==> src/hdl/ppgd_ram.sv <==
`timescale 1ns / 1ps
module ppgd_ram #(
    parameter int WIDTH = 64,
    parameter int DEPTH = 64
) (
    input  logic                     clk,
    input  logic                     we,
    input  logic [$clog2(DEPTH)-1:0] waddr,
    input  logic [WIDTH-1:0]         wdata,
    input  logic [$clog2(DEPTH)-1:0] raddr,
    output logic [WIDTH-1:0]         rdata
);
    logic [WIDTH-1:0] mem [DEPTH];

    always_ff @(posedge clk)
    begin
        if (we)
        begin
            mem[waddr] <= wdata;
        end
        rdata <= mem[raddr];
    end
endmodule

==> config.mk <==
export PLATFORM = sky130hd
export DESIGN_NAME = ppgd_ram
export DESIGN_NICKNAME = d
export VERILOG_FILES = /design/src/hdl/ppgd_ram.sv
export SDC_FILE = /design/constraint.sdc
export NUM_CORES = 2
export LEC_CHECK = 0
export BUFFER_PORTS_ARGS = -buffer_cell sky130_fd_sc_hd__buf_2
export CAP_MARGIN = 20
export CELL_PAD_IN_SITES_DETAIL_PLACEMENT = 2
export CELL_PAD_IN_SITES_GLOBAL_PLACEMENT = 2
export CORE_MARGIN = 2
export CORE_UTILIZATION = 55
export CTS_BUF_LIST = sky130_fd_sc_hd__clkbuf_16
export CTS_CLUSTER_SIZE = 25
export DETAILED_ROUTE_END_ITERATION = 16
export GPL_TIMING_DRIVEN = 0
export HOLD_SLACK_MARGIN = 0.05
export PLACE_DENSITY = 0.83
export SYNTH_ARGS = -nofsm -noshare
export SYNTH_HDL_FRONTEND = slang
export SYNTH_SLANG_ARGS = --single-unit
==> constraint.sdc <==
create_clock -name clk -period 10.9 [get_ports clk]
set_clock_uncertainty 0.2 [all_clocks]
set_input_delay 1.635 -clock clk [delete_from_list [all_inputs] [get_ports clk]]
set_output_delay 1.635 -clock clk [all_outputs]
set_load 0.02 [all_outputs]
==> metrics.md, run 1 <==
| Metric | Value |
|---|---|
| Die Span Y | 537 µm |
| Row cnt | 195 |
| Yosys warns | 0 |
| Synth Cell Area | 156,000 µm² |
| Port bufs | 133 |
| Synth cell types | 33 |
| Fail Step | detailed placement (3_5_place_dp) |
| Final RePlAce weighted congestion | 0.831 |
| Synth Area per Inst | 23.7 µm² |
| Tool Error | Error: detail_place.tcl, 38 bad optional access |
| Starting Density | 55.3% |
| #FFs+latches synth | 4,160 |
| Synthesized Nets | 6,676 |
| Outcome | stopped before the end |
| Io pins | 142 |
| Die X | 537 µm |
| Cells after synthesis | 6,598 |
| Seq/Total Area, Yosys | 79.5% |
## Yosys cell counts
cell type  number  area share (%)
and2_1          3           0.012
a22o_1         88            0.49
nor2_1        112            0.27
buf_4          34            0.16
nand2_1        58            0.14
mux4_2       1024              15
mux2i_1       135            0.86
o22ai_1        83            0.33
and3_1         64            0.26
inv_1          19           0.046
or2_2          28            0.11
a22oi_1       168            0.81
o221ai_1       38            0.21
dfxtp_1        64            0.82
a31o_1          1          0.0056
buf_2         170            0.54
nand4_1         2          0.0080
nor3_1          2          0.0064
nor2b_1        28            0.11
clkbuf_1      140            0.34
a41oi_1        26            0.15
buf_1          20           0.048
nand3b_1        2          0.0096
buf_6           6           0.043
nand3_1        45            0.14
nand4b_1        1          0.0056
nand2b_1       11           0.044
a211oi_1       63            0.30
or3_1          29            0.12
a2bb2oi_1      19            0.11
edfxtp_1     4096              79
or3b_2          1          0.0056
a31oi_1        18           0.072
## kinds of logic after synthesis
| family | share of synthesized area, % |
|---|---|
| DFF | 79.5 |
| buffers and inverters | 1.18 |
| AOI/OAI and AO/OA | 2.48 |
| muxes | 15.6 |
| and+or+nand+nor | 1.24 |
## stage by stage
step	hold WS (ns)	worst slack, ns	area (µm²)	TNS, ns
after floorplan	0.588	3.63	156000	0
after global placement	0.708	-2.87	162000	-354.84
==> inputs of run 2 (changes only) <==
==> config.mk (replaced) <==
export PLATFORM = sky130hd
export DESIGN_NAME = ppgd_ram
export DESIGN_NICKNAME = d
export VERILOG_FILES = /design/src/hdl/ppgd_ram.sv
export SDC_FILE = /design/constraint.sdc
export NUM_CORES = 2
export LEC_CHECK = 0
export BUFFER_PORTS_ARGS = -buffer_cell sky130_fd_sc_hd__buf_2
export CAP_MARGIN = 20
export CORE_MARGIN = 2
export CORE_UTILIZATION = 40
export DETAILED_ROUTE_END_ITERATION = 16
export GPL_TIMING_DRIVEN = 0
export PLACE_DENSITY_LB_ADDON = 0.15
export SYNTH_ARGS = -nofsm -noshare
export SYNTH_HDL_FRONTEND = slang
export SYNTH_SLANG_ARGS = --single-unit
==> metrics.md, run 2 <==
| Metric | Value |
|---|---|
| Outcome | finished clean |
| Clock root cell | clkbuf_16 |
| Most frequent cells in the layout | edfxtp_1, mux4_2, clkbuf_16 |
| Nets | 7,551 |
| Post-CTS Setup Inserts | 0 |
| CP required | 11.46 ns |
| Routed Antenna Nets | 0 |
| Initial antenna violation count | 50 |
| Reg2Reg Depth | 5 |
| Min-delay src | mem[46][12] |
| Remaining DRCs | 0 |
| Pwr per Cell Area | 185 nW/µm² |
| Pin count of the biggest net entering global routing | 65 |
| Reg2reg end | rdata[33] |
| Final non-filler cell total | 13,049 |
| Comb pwr share | 5.5% |
| Clock Latency Late Sink | 0.99 ns |
| Relative slew margins | 16.7% |
| Top cell type's share of synthesized area | 78.7% (unchanged) |
| Hold depth | 4 |
| Number of synthesized flops with an enable pin | 4,096 (unchanged) |
| Setup crit end kind | flip-flop |
| Worst path cell trace | buf_2 > buf_4 > buf_2 > buf_2 > buf_4 > mux2i_1 > o22ai_1 > a31oi_1 > a211oi_1 |
| Final WL | 458,000 µm |
| NetSw | 0.00739 W |
| CTS tree | built |
| Fin. max-slew vios | 0 |
| Die Span Y | 629 µm (+17%) |
| Ys flop type | edfxtp_1 |
| Layout Area Growth over Synthesis | 17.3% |
| Die X | 629 µm (+17%) |
| Io pins | 142 (unchanged) |
| CP Class | input pin to flip-flop |
| Hold slack | 0.731 ns |
| Worst EP arrival | 6.05 ns |
| Sequential power share | 52.4% |
| Clock power share | 42.0% |
| Area of the multi-input gates | 30,700 µm² |
| Seq/Total Area, Yosys | 79.5% (unchanged) |
| Clk slew on worst S/H paths | 0.06 ns |
| Worst slack at placement | 4.47 ns |
| Most instantiated cells after synthesis | edfxtp_1, mux4_2, buf_2 |
| Grt total ovfl | 0 |
| Yosys warns | 0 (unchanged) |
| Biggest regs | mem: 4096 flops, rdata: 64 flops |
| Async set-or-reset flop fraction in the synthesized netlist | 0% (unchanged) |
| Clock sinks | 4,160 |
| First-pass GRT wire length | 631,000 µm |
| DR pass1 iterations | 6 |
| Largest register FFs | 4,096 |
| WL/cell | 35.1 µm |
| Register area | 124,000 µm² |
| Final setup fails | 0 |
| Synth area leaders | edfxtp_1, mux4_2, mux2i_1 |
| Synth Cell Area | 156,000 µm² (unchanged) |
| Synth area leader | edfxtp_1 |
| Most common cell on crit path | buf_2 |
| Port bufs | 133 (unchanged) |
| Count leader, synth | edfxtp_1 |
| Minimum clock period after layout | 5.48 ns |
| Cells after synthesis | 6,598 (unchanged) |
| Layout cells sized above 1 | 29.9% |
| CTS Hold Bufs | 0 |
| Synth Area per Inst | 23.7 µm² (unchanged) |
| Worst setup margin | 5.42 ns |
| CP startpoint kind | input pin |
| #FFs+latches synth | 4,160 (unchanged) |
| Number of global-route vias before repair | 77,379 |
| DR iter-0 viols | 9,096 |
| Actual slew at the worst max-slew pin | 1.25 ns |
| Maximum VDD drop | 0.132 mV |
| Int Power | 0.0265 W |
| Clock tree buffer depth | 4 |
| Worst path slowest cell | a211oi_1 |
| Top reg by flops | mem |
| Most common cell after layout, fill and taps aside | edfxtp_1 |
| CTS Buf Count | 435 |
| Hold Vio Cnt, Final | 0 |
| RR Startpoint | mem[57][33] |
| Full die area | 396,000 µm² |
| Leakage | 57.3 nW |
| RSZ-0062 raised after global routing | false |
| CTS H-tree depth | 5 |
| Worst hold path type | flip-flop to flip-flop |
| Cell family with most CP delay | buffers and inverters |
| R2r setup slk | 7.81 ns |
| Starting Density | 40.2% (-15 points) |
| Dpl hpwl | 311,000 µm |
| Post-CTS resize count | 0 |
| Synth cell types | 33 (unchanged) |
| Fill count | 32,039 |
| DR vias | 75,717 |
| Final period util | 50.3% |
| Maximum fanout along the worst path | 10 |
| MaxCap Viol Count | 0 |
| Sw frac | 21.8% |
| Via density | 5.80 |
| Row cnt | 229 (+17%) |
| Worst hold endpoint | rdata[12] |
| Fmax | 182 MHz |
| Synthesized Nets | 6,676 (unchanged) |
| Slowest cell delay on critical path | 0.90 ns |
| WP buf/inv | 5 |
| Core Area | 389,000 µm² |
| Final RePlAce weighted congestion | 0.788 (-5.2%) |
| Total GRT Usage | 22.9% |
| Placed cells | 12,197 |
-- run 2: worst max path at each step --
stage | slack, ns | cells after the start | start | to
finish | 5.42 | 9 | raddr[2] | rdata[6]
global route | 5.54 | 9 | raddr[2] | rdata[6]
floorplan | 3.63 | 4 | waddr[3] | mem[48][0]
detailed placement | 4.47 | 9 | raddr[2] | rdata[6]
CTS | 5.53 | 9 | raddr[2] | rdata[6]
global placement | -3.93 | 4 | waddr[3] | mem[49][24]
-- run 2: power groups by stage --
stage,logic (W),clock network [W],registers [W]
finish,0.00188,0.0142,0.0177
global placement,0.00176,0,0.0181
floorplan,0.000825,0,0.0181
CTS,0.00186,0.0145,0.0177
global route,0.00197,0.0151,0.0177
detailed placement,0.00186,0,0.0181
-- run 2: worst reg2reg max path, stage by stage (launching register included) --
cell and delay, ns:
edfxtp_1 0.39, mux4_2 0.47, mux2i_1 0.21, o22ai_1 0.37
a31oi_1 0.99, a211oi_1 0.27
-- run 2: final cells by class --
type                       count  area share, %
inverter                      19         0.0389
tap                         5197           3.55
timing repair buffer         438           3.55
sequential                  4160           67.8
multi-input combinational   2049           16.7
buffer                       370          0.972
clock inverter               222          0.957
antenna                       17         0.0232
clock buffer                 577           6.42
-- run 2: metal layers --
metal	vias up	GRT usage, %	share of wire (%)
met4	14	7.56	3.6
met3	664	4.04	7.3
met1	41702	32.0	41
met5	-	0	0.020
li1	30337	-	-
met2	3000	36.7	48
-- run 2: cells by family after synthesis --
kind of cell,count (synthesis),synth area share (%)
flip-flops,4160,79.5
AO/OA/AOI/OAI,504,2.48
AND/OR/NAND/NOR,386,1.24
buffers and inverters,389,1.18
multiplexers,1159,15.6
-- run 2: per-stage QoR --
stage	area [µm²]	power [W]	util, %	TNS [ns]
2_1_floorplan	156000	0.0190	-	0
3_3_place_gp	164000	0.0199	42.0	-483.53
3_5_place_dp	169000	0.0199	43.5	0
6_report	183000	0.0338	47.1	0
4_1_cts	183000	0.0341	47.0	0
5_1_grt	183000	0.0348	47.1	0
Power figures use the tool's default switching activity.
