**src/hdl/ppgd_divsqrt.sv**
```systemverilog
`timescale 1ns / 1ps
module ppgd_divsqrt (
    input  logic         clk,
    input  logic         rst_n,
    input  logic         start_div,
    input  logic         start_sqrt,
    input  logic [127:0] num,
    input  logic [127:0] den,
    output logic         done,
    output logic [63:0]  res
);
    typedef enum logic [1:0] {IDLE, DIV, SQRT} state_t;
    state_t state_reg;
    logic [5:0] cnt_reg;
    logic [127:0] rem_reg;
    logic [127:0] den_reg;
    logic [63:0] q_reg;
    logic [45:0] acc_reg;
    logic [128:0] sh;
    logic [47:0] sq_rem;
    logic [47:0] sq_trial;

    always_comb
    begin
        sh = {rem_reg, 1'b0};
        sq_rem = {acc_reg, rem_reg[81:80]};
        sq_trial = {q_reg[45:0], 2'b01};
    end

    always_ff @(posedge clk or negedge rst_n)
    begin
        if (!rst_n)
        begin
            state_reg <= IDLE;
            done <= 1'b0;
            cnt_reg <= '0;
        end
        else
        begin
            done <= 1'b0;
            case (state_reg)
                IDLE:
                begin
                    if (start_div)
                    begin
                        state_reg <= DIV;
                        rem_reg <= num;
                        den_reg <= den;
                        q_reg <= '0;
                        cnt_reg <= 6'd31;
                    end
                    else if (start_sqrt)
                    begin
                        state_reg <= SQRT;
                        rem_reg <= num;
                        acc_reg <= '0;
                        q_reg <= '0;
                        cnt_reg <= 6'd40;
                    end
                end
                DIV:
                begin
                    if (sh >= {1'b0, den_reg})
                    begin
                        rem_reg <= 128'(sh - {1'b0, den_reg});
                        q_reg <= {q_reg[62:0], 1'b1};
                    end
                    else
                    begin
                        rem_reg <= sh[127:0];
                        q_reg <= {q_reg[62:0], 1'b0};
                    end
                    if (cnt_reg == 6'd0)
                    begin
                        state_reg <= IDLE;
                        done <= 1'b1;
                    end
                    cnt_reg <= cnt_reg - 6'd1;
                end
                SQRT:
                begin
                    if (sq_rem >= sq_trial)
                    begin
                        acc_reg <= 46'(sq_rem - sq_trial);
                        q_reg <= {q_reg[62:0], 1'b1};
                    end
                    else
                    begin
                        acc_reg <= sq_rem[45:0];
                        q_reg <= {q_reg[62:0], 1'b0};
                    end
                    rem_reg <= {rem_reg[125:0], 2'b00};
                    if (cnt_reg == 6'd0)
                    begin
                        state_reg <= IDLE;
                        done <= 1'b1;
                    end
                    cnt_reg <= cnt_reg - 6'd1;
                end
                default: state_reg <= IDLE;
            endcase
        end
    end

    assign res = q_reg;
endmodule

```
**config.mk**
```make
export PLATFORM = sky130hd
export DESIGN_NAME = ppgd_divsqrt
export DESIGN_NICKNAME = d
export VERILOG_FILES = /design/src/hdl/ppgd_divsqrt.sv
export SDC_FILE = /design/constraint.sdc
export NUM_CORES = 1
export LEC_CHECK = 0
export BUFFER_PORTS_ARGS = -buffer_cell sky130_fd_sc_hd__buf_4
export CORE_MARGIN = 2
export CORE_UTILIZATION = 40
export DETAILED_ROUTE_END_ITERATION = 8
export SKIP_LAST_GASP = 1
export SYNTH_ARGS = -nofsm -noshare
export SYNTH_HDL_FRONTEND = slang
export SYNTH_SLANG_ARGS = --single-unit
```
**constraint.sdc**
```tcl
create_clock -name clk -period 13 [get_ports clk]
set_clock_uncertainty 0.15 [all_clocks]
set_input_delay 3.25 -clock clk [delete_from_list [all_inputs] [get_ports clk]]
set_output_delay 3.25 -clock clk [all_outputs]
set_load 0.03 [all_outputs]
```
== Word level (Yosys, flattened, before mapping) ==
Cells that the tools add are included.
W data, S select, Z words.

* Bits of input ports: 260
* Output and inout bits: 65
* Register bits: 375
* Word-level logic and storage cells: 51

* Add/subtract/negate cells: 3
* Equal/unequal tests: 6
* Order comparisons: 2
* Mux-type cells: 22
* Reduce and logical (&&, ||, !) cells: 11

{| class="wikitable"
|+ Operator list
! operator !! count
|-
| $mux W128 || 3
|-
| $pmux W128 S3 || 1
|-
| $pmux W64 S3 || 1
|-
| $mux W46 || 3
|-
| $ge A129 B128 Y1 || 1
|-
| $mux W64 || 2
|-
| $sub A128 B128 Y128 || 1
|-
| $pmux W46 S2 || 1
|-
| $ge A48 B48 Y1 || 1
|-
| $sub A46 B46 Y46 || 1
|-
| $mux W6 || 2
|-
| $pmux W6 S2 || 1
|-
| $logic_not A6 Y1 || 1
|-
| $mux W2 || 3
|-
| $reduce_and A3 Y1 || 2
|-
| $sub A6 B1 Y6 const B || 1
|-
| $mux W1 || 4
|-
| $ne A2 B2 Y1 const B || 2
|-
| $pmux W2 S2 || 1
|-
| $reduce_and A2 Y1 || 2
|-
| $reduce_and A4 Y1 || 1
|-
| $reduce_bool A2 Y1 || 2
|-
| $ne A3 B3 Y1 const B || 1
|-
| $reduce_bool A3 Y1 || 1
|-
| 5 further kinds || 5
|}

== Logic depth before layout (Yosys ltp) ==
Gate-level depths: netlist of run 1.

* Word-level depth: 4
* Depth in mapped cells: 19
* Depth with buffers taken out: 14

== Least setup slack after synthesis of run 1 ==
Ideal clock, no wire load.

* Path kind: in2reg
* From: in start_sqrt
* To: reg rem_reg[0], enable pin
* Stages: 5
* Library setup time: 576 ps
* Setup slack: 4,264 ps
* Buffers on the path: 0
* Arrival time: 8,010 ps
* Data required time: 12,274 ps
* Cells stage by stage: inv_1 > nand2_1 > nor2_1 > nor2_1 > and2_1

* Cells in the longest elaborated chain, start to end: 2

{| class="wikitable"
|+ Ends and longest elaborated chain
! what !! RTL line !! source
|-
| start: declaration || 6 || <nowiki>input logic start_sqrt,</nowiki>
|-
| $ne A3 B3 Y1 (no line) || - ||
|-
| $reduce_and A3 Y1 (no line) || - ||
|-
| end signal: assignment || 47 || <nowiki>rem_reg <= num;</nowiki>
|-
| end signal: assignment || 55 || <nowiki>rem_reg <= num;</nowiki>
|-
| end signal: assignment || 65 || <nowiki>rem_reg <= 128'(sh - {1'b0, den_reg});</nowiki>
|-
| end: declaration || 15 || <nowiki>logic [127:0] rem_reg;</nowiki>
|}

Every way passes these cells.
A chain may end at the register's enable or synchronous reset.

== Worst setup path in the final report of run 1 ==
* From: reg rem_reg[23]
* To: reg rem_reg[39], data pin

* Cells in the longest elaborated chain, start to end: 3
* Elaborated cells between the ends (all ways): 4
* Classes of those cells: add/sub (1); order compare (1); mux (2)

{| class="wikitable"
|+ Ends and longest elaborated chain
! what !! RTL line !! source
|-
| $sub A128 B128 Y128 / $ge A129 B128 Y1 (equally long branches) || 65, 63 ||
|-
| $mux W128 * || 63 || <nowiki>if (sh >= {1'b0, den_reg})</nowiki>
|-
| $pmux W128 S3 * || 41 || <nowiki>case (state_reg)</nowiki>
|}

Mark *: on every way between the ends. The rest lies on a longest branch, timed or not.

==> results.py, run 1 <==
metrics = {
    "worst_setup_path": {
        "end_kind": "flip-flop",
        "r2r_slack_ps": 7130,
        "worst_setup_path_start_kind": "flip-flop",
        "cp_data_required_time_ps": 13180,
        "arrival_ps": 6050,
        "worst-path-max-fanout": 52,
        "path_class": "reg2reg",
    },
    "clock_tree": {
        "holdBufCountCts": 0,
        "clkTransAtPathRegs_ps": 60,
        "post_cts_buffers": 0,
        "clk_latency_ps": 590,
        "cts_tree": "built",
        "clock-root-buffer": "clkbuf_16",
        "numCtsBuffers": 44,
        "clockBufferDepth": 3,
        "clkSinkCount": 375,
        "post_cts_resized": 0,
        "ctsHtreeMaxLevel": 2,
    },
    "sta": {
        "hold_viol": 0,
        "worst_slack_ps": 7130,
        "maxSlewViolCount": 0,
        "rsz0062_at_grt": "no",
        "fin_crit_ps": 5870,
        "tns_ps": 0,
        "worstMarginPinSlew_ps": 1140,
        "fmax_mhz": 170,
        "slew_headroom": 0.241,
        "fin_crit_sh": 0.451,
        "hold_slack_ps": 370,
        "finalSetupViolCount": 0,
    },
    "synthesis": {
        "synth.top_cell.area_share": 0.391,
        "synthFlopType": "edfxtp_1",
        "yosysUniqueCellTypes": 90,
        "yosysTopAreaCell": "edfxtp_1",
        "synth_fp_nets": 3507,
        "yosysWarnings": 0,
        "synth_edf_count": 366,
        "synthCells": 3065,
        "ys_ff_latch": 375,
        "synth_area_mm2": 0.0281,
        "synth.avg_cell_area_um2": 9.16,
        "yosysSeqAreaShare": 0.399,
        "synthArstFlopShare": 0.0240,
        "synth_area_leaders": "edfxtp_1, ha_1, a21oi_1",
    },
    "placed_design": {
        "dp_slack_ps": 7000,
        "portBuffers": 324,
        "gp_congestion": 0.967,
        "place_hpwl_um": 66500,
    },
    "routing": {
        "ant_nets": 0,
        "vias_per_cell": 5.73,
        "first_pass_iters": 6,
        "wl_per_cell_um": 21.0,
        "routed_wirelength_um": 89300,
        "drt-initial-drc-count": 2218,
        "vias": 24400,
        "drc": 0,
    },
    "pwr": {
        "pwr_density_cell_mw_per_mm2": 286,
        "leakagePower_nw": 13.4,
        "ir_worst_vdd_mv": 0.171,
        "total_power_mw": 9.30,
    },
    "global_route": {
        "track_usage": 0.243,
        "gr-total-overflow": 0,
        "antenna_found_initial": 4,
        "grt_pass1_wl_um": 137000,
        "grt_pass1_vias": 23800,
        "grt_max_degree": 80,
    },
    "floorplanning": {
        "initial_core_util": 0.403,
        "core_area_mm2": 0.0698,
        "chipHeight_um": 269,
        "row_count": 97,
        "die_width_um": 269,
        "ios": 325,
        "die_area_mm2": 0.0724,
    },
    "finish": {
        "final_core_util": 0.466,
        "mostFrequentLayoutCells": "edfxtp_1, buf_4, nand2_1",
        "nets": 3720,
        "area_growth_pct": 15.7,
        "fillCellCount": 6786,
        "drive_gt1_frac": 0.152,
        "final_common_cell": "edfxtp_1",
    },
    "run": {
        "max_cap_violations": 0,
    },
    "worst_hold_path": {
        "hold_class": "reg2reg",
    },
    "status": {
        "status": "completed",
    },
}
## final cells by class
| type | count | area [um^2] | share of cell area |
|---|---|---|---|
| multi-input combinational | 2285 | 15300 | 0.470 |
| sequential | 375 | 11200 | 0.345 |
| timing repair buffer | 343 | 2570 | 0.0792 |
| tap | 940 | 1180 | 0.0362 |
| clock buffer | 52 | 1150 | 0.0355 |
| inverter | 229 | 862 | 0.0265 |
| clock inverter | 28 | 226 | 0.00697 |
| antenna | 4 | 10.0 | 0.000308 |
## cells by family after synthesis
kind of cell / after synthesis / share of synthesized area
AO/OA/AOI/OAI: 944 / 0.224
AND/OR/NAND/NOR: 928 / 0.154
buffers and inverters: 405 / 0.0594
flip-flops: 375 / 0.399
adder cells (fa/ha/maj): 182 / 0.0813
XOR/XNOR: 152 / 0.0474
multiplexers: 79 / 0.0348
## worst max-delay path, stage by stage, from the launching register on
cell,delay (ps)
edfxtp_1,440
ha_1,460
nand4_1,170
or2_1,300
nor4_1,280
a21oi_1,220
o22ai_1,510
a31o_1,300
a211o_1,240
and2_4,300
buf_4,630
buf_4,750
mux2_1,380
a221oi_1,250
nor2_1,80
## worst paths after layout
kind	end	cells past startpoint	from
min in group asynchronous	cnt_reg[1]	1	rst_n
setup / recovery	rem_reg[39]	14	rem_reg[23]
max in group asynchronous	cnt_reg[2]	1	rst_n
hold / removal	cnt_reg[0]	1	cnt_reg[0]
setup reg to reg	rem_reg[39]	14	rem_reg[23]
hold reg to reg	cnt_reg[0]	1	cnt_reg[0]
## layer usage
| layer | wire, um | global-route usage | vias to the layer above |
|---|---|---|---|
| met3 | 6110 | 0.0383 | 134 |
| met4 | 2350 | 0.0710 | 6 |
| met2 | 40400 | 0.387 | 860 |
| met5 | 32 | 0 | - |
| li1 | - | - | 11700 |
| met1 | 40400 | 0.340 | 11700 |
## cell usage after synthesis, types with 14 or more instances
master,instances
a222oi_1,14
xnor2_1,88
a21o_1,113
clkbuf_1,118
xor2_1,64
nor4_1,16
o21a_1,23
a221o_1,21
inv_1,228
a31oi_1,35
nand2b_1,16
mux2i_1,20
nor2_1,276
nor3_1,40
and2_1,74
o21ai_1,22
ha_1,181
edfxtp_1,366
a22oi_1,26
o21ai_0,162
mux2_4,30
and3_1,22
a221oi_1,46
o21bai_1,39
mux2_1,19
nand2_1,299
nand3_1,45
a221oi_2,14
a211oi_1,20
nand4_1,82
a21oi_1,278
buf_2,38
## where the power goes
group	internal [mW]	switching (mW)
Sequential	1.94	0.302
Combinational	2.23	3.61
Clock	0.694	0.529
Total	4.86	4.44
## through the flow
stage          area (um^2)  std cells
3_5_place_dp         31100       4172
5_1_grt              32500       4252
2_1_floorplan        28100       3065
3_3_place_gp         31100       4172
4_1_cts              32500       4252
6_report             32500       4256
No activity file was read; power rests on OpenSTA's default activity.
==> run 2, diff against run 1 <==
- ABC_AREA: not set -> 1
- clock period: 13 -> 5.15 ns (I/O delays scaled with it)
==> run 2 against run 1 <==
Effect of this change: global-route usage is 8.9 points higher; cell area is 21% higher; clock power grew to 2.7 times the previous value; critical path depth is 1 lower; non-clock buffer count is 14 higher; utilization is 0.27 points lower; sequential cell count stayed put; sequential power is 140% higher; cell count is 59% higher; critical endpoint unchanged; largest power group unchanged.
==> results.py, run 2 <==
metrics = {
    "floorplanning": {
        "core_area_mm2": 0.0847,
        "ios": 325,
        "die_area_mm2": 0.0875,
        "die_width_um": 296,
        "chipHeight_um": 296,
        "row_count": 107,
        "initial_core_util": 0.402,
    },
    "pwr": {
        "pwr_density_cell_mw_per_mm2": 669,
        "ir_worst_vdd_mv": 0.353,
        "total_power_mw": 26.2,
        "leakagePower_nw": 20.1,
    },
    "synthesis": {
        "synth_area_leaders": "edfxtp_1, nand2_1, inv_1",
        "synth_fp_nets": 5752,
        "yosysWarnings": 0,
        "synthCells": 5310,
        "synth_area_mm2": 0.0341,
        "synth.most_common_cell": "nand2_1",
        "synth_edf_count": 366,
        "synth.top_cell.area_share": 0.323,
        "ys_ff_latch": 375,
        "yosysUniqueCellTypes": 52,
        "yosysTopAreaCell": "edfxtp_1",
        "synthFlopType": "edfxtp_1",
        "synthArstFlopShare": 0.0240,
        "synth_common_cells": "nand2_1, inv_1, nor2_1",
        "yosysSeqAreaShare": 0.329,
        "synth.avg_cell_area_um2": 6.42,
    },
    "finish": {
        "design_area_mm2": 0.0392,
        "n_antenna_cell": 0,
        "drive_gt1_frac": 0.0870,
        "fillCellCount": 9124,
        "final_common_cell": "nand2_1",
        "final_core_util": 0.463,
        "area_growth_pct": 15.1,
        "mostFrequentLayoutCells": "nand2_1, inv_1, nor2_1",
        "nets": 6048,
    },
    "worst_setup_path": {
        "end_kind": "flip-flop",
        "cp_data_required_time_ps": 5370,
        "worst-path-max-fanout": 43,
        "worst_setup_path_start_kind": "flip-flop",
        "arrival_ps": 4480,
        "path_class": "reg2reg",
    },
    "global_route": {
        "grt_pass1_wl_um": 214000,
        "grt_max_degree": 82,
        "grt_pass1_vias": 33900,
        "gr-total-overflow": 0,
        "antenna_found_initial": 3,
        "track_usage": 0.332,
    },
    "sta": {
        "tns_ps": 0,
        "fin_crit_sh": 0.828,
        "rsz0062_at_grt": "no",
        "fmax_mhz": 234,
        "hold_viol": 0,
        "fin_crit_ps": 4270,
        "maxSlewViolCount": 0,
        "worstMarginPinSlew_ps": 1220,
        "slew_headroom": 0.186,
        "hold_slack_ps": 315,
        "finalSetupViolCount": 0,
    },
    "routing": {
        "routed_wirelength_um": 147000,
        "ant_nets": 0,
        "first_pass_iters": 7,
        "wl_met1_um": 63600,
        "vias_per_cell": 5.18,
        "met2_length_um": 68100,
        "wl_per_cell_um": 21.7,
        "route.met3.wl_um": 10800,
        "vias": 35200,
        "highest_layer": "met5",
        "drt-initial-drc-count": 3241,
        "drc": 0,
    },
    "clock_tree": {
        "post_cts_resized": 0,
        "clock-root-buffer": "clkbuf_16",
        "numCtsBuffers": 47,
        "holdBufCountCts": 0,
        "ctsHtreeMaxLevel": 2,
        "clk_latency_ps": 660,
        "clkTransAtPathRegs_ps": 60,
        "post_cts_buffers": 0,
        "cts_tree": "built",
        "clkSinkCount": 375,
        "clockBufferDepth": 3,
    },
    "placed_design": {
        "place_hpwl_um": 124000,
        "gp_congestion": 1.02,
        "portBuffers": 324,
        "postPlaceCellArea_mm2": 0.0378,
    },
    "run": {
        "max_cap_violations": 0,
    },
    "worst_hold_path": {
        "hold_class": "in2async",
    },
    "status": {
        "status": "completed",
    },
}
[run 2: cell count changes after synthesis, moves of 39 or more]
cell,change
a21o_1,-105
xor2_1,-46
nand3b_1,+80
inv_1,+850
and2_1,-68
nor2_1,+268
nand3_1,+231
a221oi_1,-46
clkbuf_1,-46
nand2_1,+1446
a21oi_1,+154
nand4_1,-39
[run 2: path summary, 6_finish.rpt]
path | slack (ps) | start | to | depth (start not counted)
max | 880 | rem_reg[1] | rem_reg[39] | 13
min | 310 | rst_n | state_reg[1] | 1
max reg2reg | 880 | rem_reg[1] | rem_reg[39] | 13
min reg2reg | 380 | cnt_reg[2] | cnt_reg[2] | 2
max in group asynchronous | 4390 | rst_n | done | 1
min in group clk | 380 | cnt_reg[2] | cnt_reg[2] | 2
[run 2: kinds of logic after synthesis]
group | Yosys count | synth area share
AOI/OAI and AO/OA | 645 | 0.100
buffers and inverters | 1208 | 0.138
xor gates and xnor gates | 107 | 0.0275
and+or+nand+nor | 2793 | 0.338
DFF | 375 | 0.329
adders and majority gates | 182 | 0.0671
[run 2: worst max-delay path, stage by stage, from the launching register on]
cell	delay (ps)
edfxtp_1	560
ha_1	490
nand2_1	300
nor2_1	550
nand4_1	320
nor2_1	160
nand2_1	110
nor2_4	110
nor2_4	60
nand2_8	310
buf_4	510
nand2_1	120
nand3_1	90
a21oi_1	70
[run 2: report_power, final]
| group | switching, mW | leakage, nW | internal [mW] |
|---|---|---|---|
| combinational | 12.3 | 15.8 | 5.20 |
| sequential | 0.657 | 3.57 | 4.79 |
| clock | 1.44 | 0.706 | 1.83 |
[run 2: stage by stage]
| step | setup WS (ps) | cells |
|---|---|---|
| after global routing | 853 | 6787 |
| final | 885 | 6787 |
| after floorplan | 28.7 | 5310 |
| after global placement | 1040 | 6701 |
| after detailed placement | 1050 | 6701 |
| after CTS | 1020 | 6787 |
[run 2: final cells by class]
class	instances	area, um^2	share of cell area
clock buffers	63	1260	0.0321
clock inverters	23	211	0.00539
inverters	1098	4120	0.105
multi-input cells	3727	18200	0.465
flip-flops and latches	375	11200	0.286
well taps	1144	1430	0.0365
repair buffers	357	2740	0.0699
[run 2: layer usage]
metal	vias to the layer above	GRT usage
li1	17200	-
met1	16500	0.444
met2	1331	0.555
met3	203	0.0432
met4	2	0.105
met5	-	0
